==> src/design/position_pid_with_deadband_core_assert.svh <==
// ----------------------------------------------------------------------------
// ppid assertion macros
// concurrent checks on clk_i, disabled while rst_ni is low
// ----------------------------------------------------------------------------
`ifndef POSITION_PID_WITH_DEADBAND_CORE_ASSERT_SVH
`define POSITION_PID_WITH_DEADBAND_CORE_ASSERT_SVH

`ifndef SYNTH
// plain property
`define PPID_ASSERT(lbl, prop) \
  lbl: assert property (@(posedge clk_i) disable iff (!rst_ni) prop) \
    else $error("ppid: assertion failed");
// same-cycle implication
`define PPID_ASSERT_IMP(lbl, ante, cons) \
  `PPID_ASSERT(lbl, (ante) |-> (cons))
`else
`define PPID_ASSERT(lbl, prop)
`define PPID_ASSERT_IMP(lbl, ante, cons)
`endif

`endif

==> src/design/ppid_pkg.sv <==
// ----------------------------------------------------------------------------
// ppid_pkg
// widths, register codes and configuration record of the position pid core
// ----------------------------------------------------------------------------
`default_nettype none

package ppid_pkg;

  localparam int unsigned CountW   = 16;
  localparam int unsigned ErrW     = CountW + 1;
  localparam int unsigned DiffW    = ErrW + 1;
  localparam int unsigned GainW    = 32;
  localparam int unsigned LimW     = 16;
  localparam int unsigned DutyW    = 10;
  localparam int unsigned FracW    = 16;
  localparam int unsigned FixW     = DutyW + FracW;
  localparam int unsigned ProdPW   = GainW + 1 + ErrW;
  localparam int unsigned ProdDW   = GainW + 1 + DiffW;
  localparam int unsigned AccW     = ProdDW + 2;
  localparam int unsigned CfgIdxW  = 3;
  localparam int unsigned CfgDataW = 32;

  typedef enum logic [CfgIdxW-1:0] {
    REG_KP       = 3'd0,
    REG_KI       = 3'd1,
    REG_KD       = 3'd2,
    REG_INT_LIM  = 3'd3,
    REG_DEADBAND = 3'd4,
    REG_MIN_DUTY = 3'd5,
    REG_MAX_DUTY = 3'd6
  } cfg_reg_e;

  localparam logic [GainW-1:0] KpRst       = 32'd196608;
  localparam logic [GainW-1:0] KiRst       = 32'd33;
  localparam logic [GainW-1:0] KdRst       = 32'd983040;
  localparam logic [LimW-1:0]  IntLimRst   = 16'd30000;
  localparam logic [DutyW-1:0] DeadbandRst = 10'd2;
  localparam logic [DutyW-1:0] MinDutyRst  = 10'd250;
  localparam logic [DutyW-1:0] MaxDutyRst  = 10'd1023;

  typedef struct packed {
    logic [GainW-1:0] kp;
    logic [GainW-1:0] ki;
    logic [GainW-1:0] kd;
    logic [LimW-1:0]  int_lim;
    logic [DutyW-1:0] deadband;
    logic [DutyW-1:0] min_duty;
    logic [DutyW-1:0] max_duty;
  } cfg_t;

endpackage

`default_nettype wire

==> src/design/ppid_cfg_if.sv <==
// ----------------------------------------------------------------------------
// ppid_cfg_if
// register write channel: index and data
// ----------------------------------------------------------------------------
`default_nettype none

interface ppid_cfg_if import ppid_pkg::*; ();
  logic                valid;
  logic                ready;
  logic [CfgIdxW-1:0]  index;
  logic [CfgDataW-1:0] data;

  modport source (output valid, output index, output data, input ready);
  modport sink   (input valid, input index, input data, output ready);
endinterface

`default_nettype wire

==> src/design/ppid_cfg.sv <==
// ----------------------------------------------------------------------------
// ppid_cfg
// configuration register file, one write transaction per cycle
// ----------------------------------------------------------------------------
`default_nettype none

module ppid_cfg import ppid_pkg::*; (
  input  wire       clk_i,
  input  wire       rst_ni,
  ppid_cfg_if.sink  cfg_i,
  output cfg_t      cfg_o
);

  cfg_t cfg_q, cfg_d;

  assign cfg_i.ready = 1'b1;

  always_comb begin
    cfg_d = cfg_q;
    if (cfg_i.valid) begin
      unique case (cfg_reg_e'(cfg_i.index))
        REG_KP:       cfg_d.kp       = cfg_i.data[GainW-1:0];
        REG_KI:       cfg_d.ki       = cfg_i.data[GainW-1:0];
        REG_KD:       cfg_d.kd       = cfg_i.data[GainW-1:0];
        REG_INT_LIM:  cfg_d.int_lim  = cfg_i.data[LimW-1:0];
        REG_DEADBAND: cfg_d.deadband = cfg_i.data[DutyW-1:0];
        REG_MIN_DUTY: cfg_d.min_duty = cfg_i.data[DutyW-1:0];
        REG_MAX_DUTY: cfg_d.max_duty = cfg_i.data[DutyW-1:0];
        default:      cfg_d = cfg_q;
      endcase
    end
  end

  always_ff @(posedge clk_i or negedge rst_ni) begin
    if (!rst_ni) begin
      cfg_q.kp       <= KpRst;
      cfg_q.ki       <= KiRst;
      cfg_q.kd       <= KdRst;
      cfg_q.int_lim  <= IntLimRst;
      cfg_q.deadband <= DeadbandRst;
      cfg_q.min_duty <= MinDutyRst;
      cfg_q.max_duty <= MaxDutyRst;
    end else begin
      cfg_q <= cfg_d;
    end
  end

  assign cfg_o = cfg_q;

endmodule

`default_nettype wire

==> src/flat_wrapper.sv <==
// flat-port wrapper written by rule: the top's interface ports become plain ports
module ppid_cfg_flat import ppid_pkg::*;
  (clk_i, rst_ni, cfg_o, cfg_i_valid, cfg_i_index, cfg_i_data, cfg_i_ready);
  ppid_cfg_if cfg_i_i ();
  input  wire clk_i;
  input  wire rst_ni;
  output cfg_t cfg_o;
  input wire logic [$bits(cfg_i_i.valid)-1:0] cfg_i_valid;
  input wire logic [$bits(cfg_i_i.index)-1:0] cfg_i_index;
  input wire logic [$bits(cfg_i_i.data)-1:0] cfg_i_data;
  output wire logic [$bits(cfg_i_i.ready)-1:0] cfg_i_ready;
  assign cfg_i_i.valid = cfg_i_valid;
  assign cfg_i_i.index = cfg_i_index;
  assign cfg_i_i.data = cfg_i_data;
  assign cfg_i_ready = cfg_i_i.ready;
  ppid_cfg u_core (.clk_i(clk_i), .rst_ni(rst_ni), .cfg_i(cfg_i_i), .cfg_o(cfg_o));
endmodule
==> config.mk <==
export PLATFORM = sky130hd
export DESIGN_NAME = ppid_cfg_flat
export DESIGN_NICKNAME = d
export VERILOG_FILES = /design/src/design/position_pid_with_deadband_core_assert.svh /design/src/design/ppid_pkg.sv /design/src/design/ppid_cfg_if.sv /design/src/design/ppid_cfg.sv /design/src/flat_wrapper.sv
export SDC_FILE = /design/constraint.sdc
export NUM_CORES = 1
export LEC_CHECK = 0
export ABC_AREA = 1
export ABC_CLOCK_PERIOD_IN_PS = 800
export BUFFER_PORTS_ARGS = -buffer_cell sky130_fd_sc_hd__buf_2
export CAP_MARGIN = 10
export CORE_ASPECT_RATIO = 0.5
export CORE_MARGIN = 2
export CORE_UTILIZATION = 35
export DETAILED_ROUTE_END_ITERATION = 8
export GPL_TIMING_DRIVEN = 0
export RECOVER_POWER = 100
export SLEW_MARGIN = 10
export SYNTH_ARGS = -nofsm -noshare
export SYNTH_HDL_FRONTEND = slang
export SYNTH_SLANG_ARGS = --single-unit
==> constraint.sdc <==
create_clock -name clk_i -period 0.8 [get_ports clk_i]
set_input_delay 0.04 -clock clk_i [delete_from_list [all_inputs] [get_ports clk_i]]
set_output_delay 0.04 -clock clk_i [all_outputs]
set_load 0.1 [all_outputs]
* Word level (Yosys, flattened, before mapping) *
Cells that the tools add are included.

storage, ports and cells
  output and inout port bits = 143
  logic and storage cells = 21
  input port bits = 38
  bits in registers = 142

cells by class
  equal/unequal tests = 6
  reductions and logical operators = 8

operators with widths
  kind                                                                    number
  2-bit AND reduction                                                     7
  3-bit equality test (second input constant)                             3
  3-bit by 2-bit equality test with 1-bit output (second input constant)  2
  3-bit by 1-bit equality test with 1-bit output (second input constant)  1
  3-bit logical NOT                                                       1

* Longest topological paths before layout *
  word-level depth = 2
  mapped depth = 6
  depth with buffers taken out = 5

* Worst setup path before layout *
Ideal clock, no wire load.

  path kind = flip-flop to flip-flop
  from = reg u_core.cfg_o[10] (netlist name)
  to = reg u_core.cfg_q, in the netlist u_core.cfg_o[10]
  cell stages (with the launch flop) = 3
  path buffers = 0
  slack = -0.356 ns
  data arrival time = 1.088 ns
  data required time = 0.732 ns
  path through = dfrtp_1 -> nand2_1 -> nand2_1

RTL lines
  element                 RTL line        RTL
  end signal: assignment  ppid_cfg.sv:44  cfg_q <= cfg_d;
  end: declaration        ppid_cfg.sv:14  cfg_t cfg_q, cfg_d;

* Worst setup path after layout *
  from = reg u_core.cfg_q, in the netlist u_core.cfg_o[64]
  to = out cfg_o[64] (netlist bit)

RTL lines
  element           RTL line           RTL
  end: declaration  flat_wrapper.sv:7  output cfg_t cfg_o;

No word-level cell between the ends.

==> out/qor.csv <==
stage,metric,value,unit
clocking,numCtsBuffers,17,
route,drc,0,
critical_path,path_buf_inv,1,
global_route,grt_pass1_wl,30.2,mm
floorplan,initial_core_util,0.363,
cells_and_area,seq_area,4120,um^2
timing,slew_headroom,0.331,
clocking,cts_tree,yes,
route,via_count,5232,
critical_path,cp_slowest_cell,dfstp_4,
floorplan,core_region_area,15700,um^2
clocking,cts.clk_slew.worst_paths,0.06,ns
cells_and_area,layout_commonest_cell,nand2_1,
synthesis,synth_cell_types,16,
critical_path,crit_cells,1,
placement,dpl-instance-area,7430,um^2
synthesis,seq_area_frac_synth,0.631,
timing,fin_crit_sh,1.58,
cells_and_area,syn_to_final_growth,87.6,%
global_route,grt_pass1_vias,5429,
cells_and_area,fill_cells,1091,
pwr,powerDensity,3540,nW/um^2
run_status,status,"finished, violations left",
timing,drv_slew,0,
route,drt_iter0_drc,280,
critical_path,cpPeakStageDelay,0.64,ns
placement,dpl.hpwl,12.0,mm
route,wirelength,19.4,mm
route,wl_per_cell,17.6,um
cells_and_area,final_cell_mix,"nand2_1, buf_12, dfrtp_4",
critical_path,path_max_fanout,2,
floorplan,fp.dieH,94.2,um
synthesis,synth_warnings,0,
route,drtPass1Iterations,5,
synthesis,synth_fp_nets,665,
cells_and_area,fin_area,10700,um^2
floorplan,ioPinCount,181,
flow_run,cap_violations,0,
clocking,h-tree-depth,4,
synthesis,synth_area_per_cell,9.08,um^2
cells_and_area,multiInputGateArea,1970,um^2
clocking,clock-sinks,142,
critical_path,worstPathCellList,buf_12,
timing,setup_viol,160,
clocking,cts_hold_buf,32,
pwr,ir_drop,0.00182,V
timing,tightest_slew,1.00,ns
cells_and_area,largest_reg_flops,142,
clocking,insertion_delay,0.40,ns
placement,portBuffers,179,
placement,gp_congestion,0.760,
synthesis,synth_seq_cells,142,
synthesis,netlist_instances,627,
critical_path,reg2regPathDepth,3,
global_route,antenna_found_initial,0,
timing,finalHoldViolCount,52,
clocking,cts_root_buf,clkbuf_16,
critical_path,endpoint_kind,primary output,
cells_and_area,drive_above_1_share,0.503,
floorplan,die_w,184,um
critical_path,start_kind,flip-flop,
placement,place_ws,-0.511,ns
global_route,grt_max_degree,76,
run_status,violations,"hold timing, setup timing",
timing,fin_crit,1.26,ns
clocking,clock_path_buffers,2,
cells_and_area,layout.nets,907,
critical_path,worst-setup-path-type,flip-flop to primary output,
cells_and_area,antennaDiodeCount,0,
global_route,grt-ovfl-total,0,
critical_path,crit_arrival,1.22,ns
critical_path,required,0.76,ns
route,via_per_inst,4.74,
floorplan,rows,32,
timing,skew,0,ns
hold_path,hold_path.class,primary input to asynchronous set/reset pin,
timing,fmaxAchievable,792,MHz
timing,setup_ws,-0.462,ns
critical_path,cp_top_family,flip-flops,
floorplan,dieArea,17400,um^2
pwr,leakage,0.00494,uW
global_route,grt_use_total,0.230,
timing,rsz0062_at_grt,true,
timing,hold_slack,-0.193,ns
route,final_antenna_net_count,0,
synthesis,syn_area,5690,um^2
[final timing paths]
kind                                              startpoint                           end  slack, ns
worst max-delay path            u_core.cfg_o[64]$_DFFE_PN1P_                     cfg_o[64]      -0.46
worst min-delay path                                  rst_ni  u_core.cfg_o[26]$_DFFE_PN0P_      -0.19
worst max register to register  u_core.cfg_o[63]$_DFFE_PN1P_  u_core.cfg_o[63]$_DFFE_PN1P_      -0.10
worst min register to register  u_core.cfg_o[10]$_DFFE_PN0P_  u_core.cfg_o[10]$_DFFE_PN0P_       0.54
max in group asynchronous                             rst_ni  u_core.cfg_o[60]$_DFFE_PN0P_       0.04
min in group clk_i                            cfg_i_index[0]  u_core.cfg_o[77]$_DFFE_PN0P_       0.03
[metrics by stage]
| stage | setup TNS [ns] | hold WS, ns | power [uW] | cells | util |
|---|---|---|---|---|---|
| final | -48.85 | -0.193 | 37800 | 1103 | 0.682 |
| after global routing | -64.33 | -0.112 | 38900 | 1103 | 0.682 |
| after CTS | -50.37 | -0.408 | 37700 | 1094 | 0.672 |
| after detailed placement | -62.69 | 0.0287 | 24100 | 1028 | 0.475 |
| after global placement | -424.67 | 0.292 | 23900 | 1027 | 0.472 |
| after floorplan | -11.12 | -0.256 | 21900 | 627 | - |
[Yosys cell counts (all sizes together)]
cell type  count  share of area
conb           1        0.00066
dfrtp        110           0.48
dfstp         32           0.15
inv            6         0.0040
nand2        332           0.22
nor2           7          0.013
clkbuf         2         0.0013
nand3        106          0.093
buf           31          0.035
[where the power goes]
part / switching [uW] / internal (uW)
clock network: 3180 / 5030
registers: 1610 / 9650
logic: 12200 / 6080
total: 17000 / 20800
[kinds of logic after synthesis]
family	Yosys count	share of synthesized area
simple gates	445	0.328
flops	142	0.631
buf+inv	39	0.0398
other cells	1	0.000659
[repair_timing]
item                                    CTS  global route
resized for setup                       574            40
setup buffers                             2             9
endpoints found under the setup margin  198           224
pin swaps                                 0            21
endpoints found under the hold margin   192            62
[layer usage]
layer | GRT usage | share of wire | vias up
met1 | 0.297 | 0.42 | 2575
met3 | 0.0384 | 0.048 | 32
met5 | 0 | 0 | -
met2 | 0.391 | 0.51 | 168
li1 | - | - | 2457
met4 | 0.0893 | 0.022 | 0
[layout make-up]
| type | count | area share |
|---|---|---|
| Sequential cell | 142 | 0.386 |
| Clock buffer | 20 | 0.0418 |
| Timing Repair Buffer | 223 | 0.325 |
| Buffer | 33 | 0.0193 |
| Clock inverter | 12 | 0.0150 |
| Tap cell | 221 | 0.0259 |
| Multi-Input combinational cell | 446 | 0.184 |
| Inverter | 6 | 0.00211 |
No activity file was read; power rests on OpenSTA's default activity.
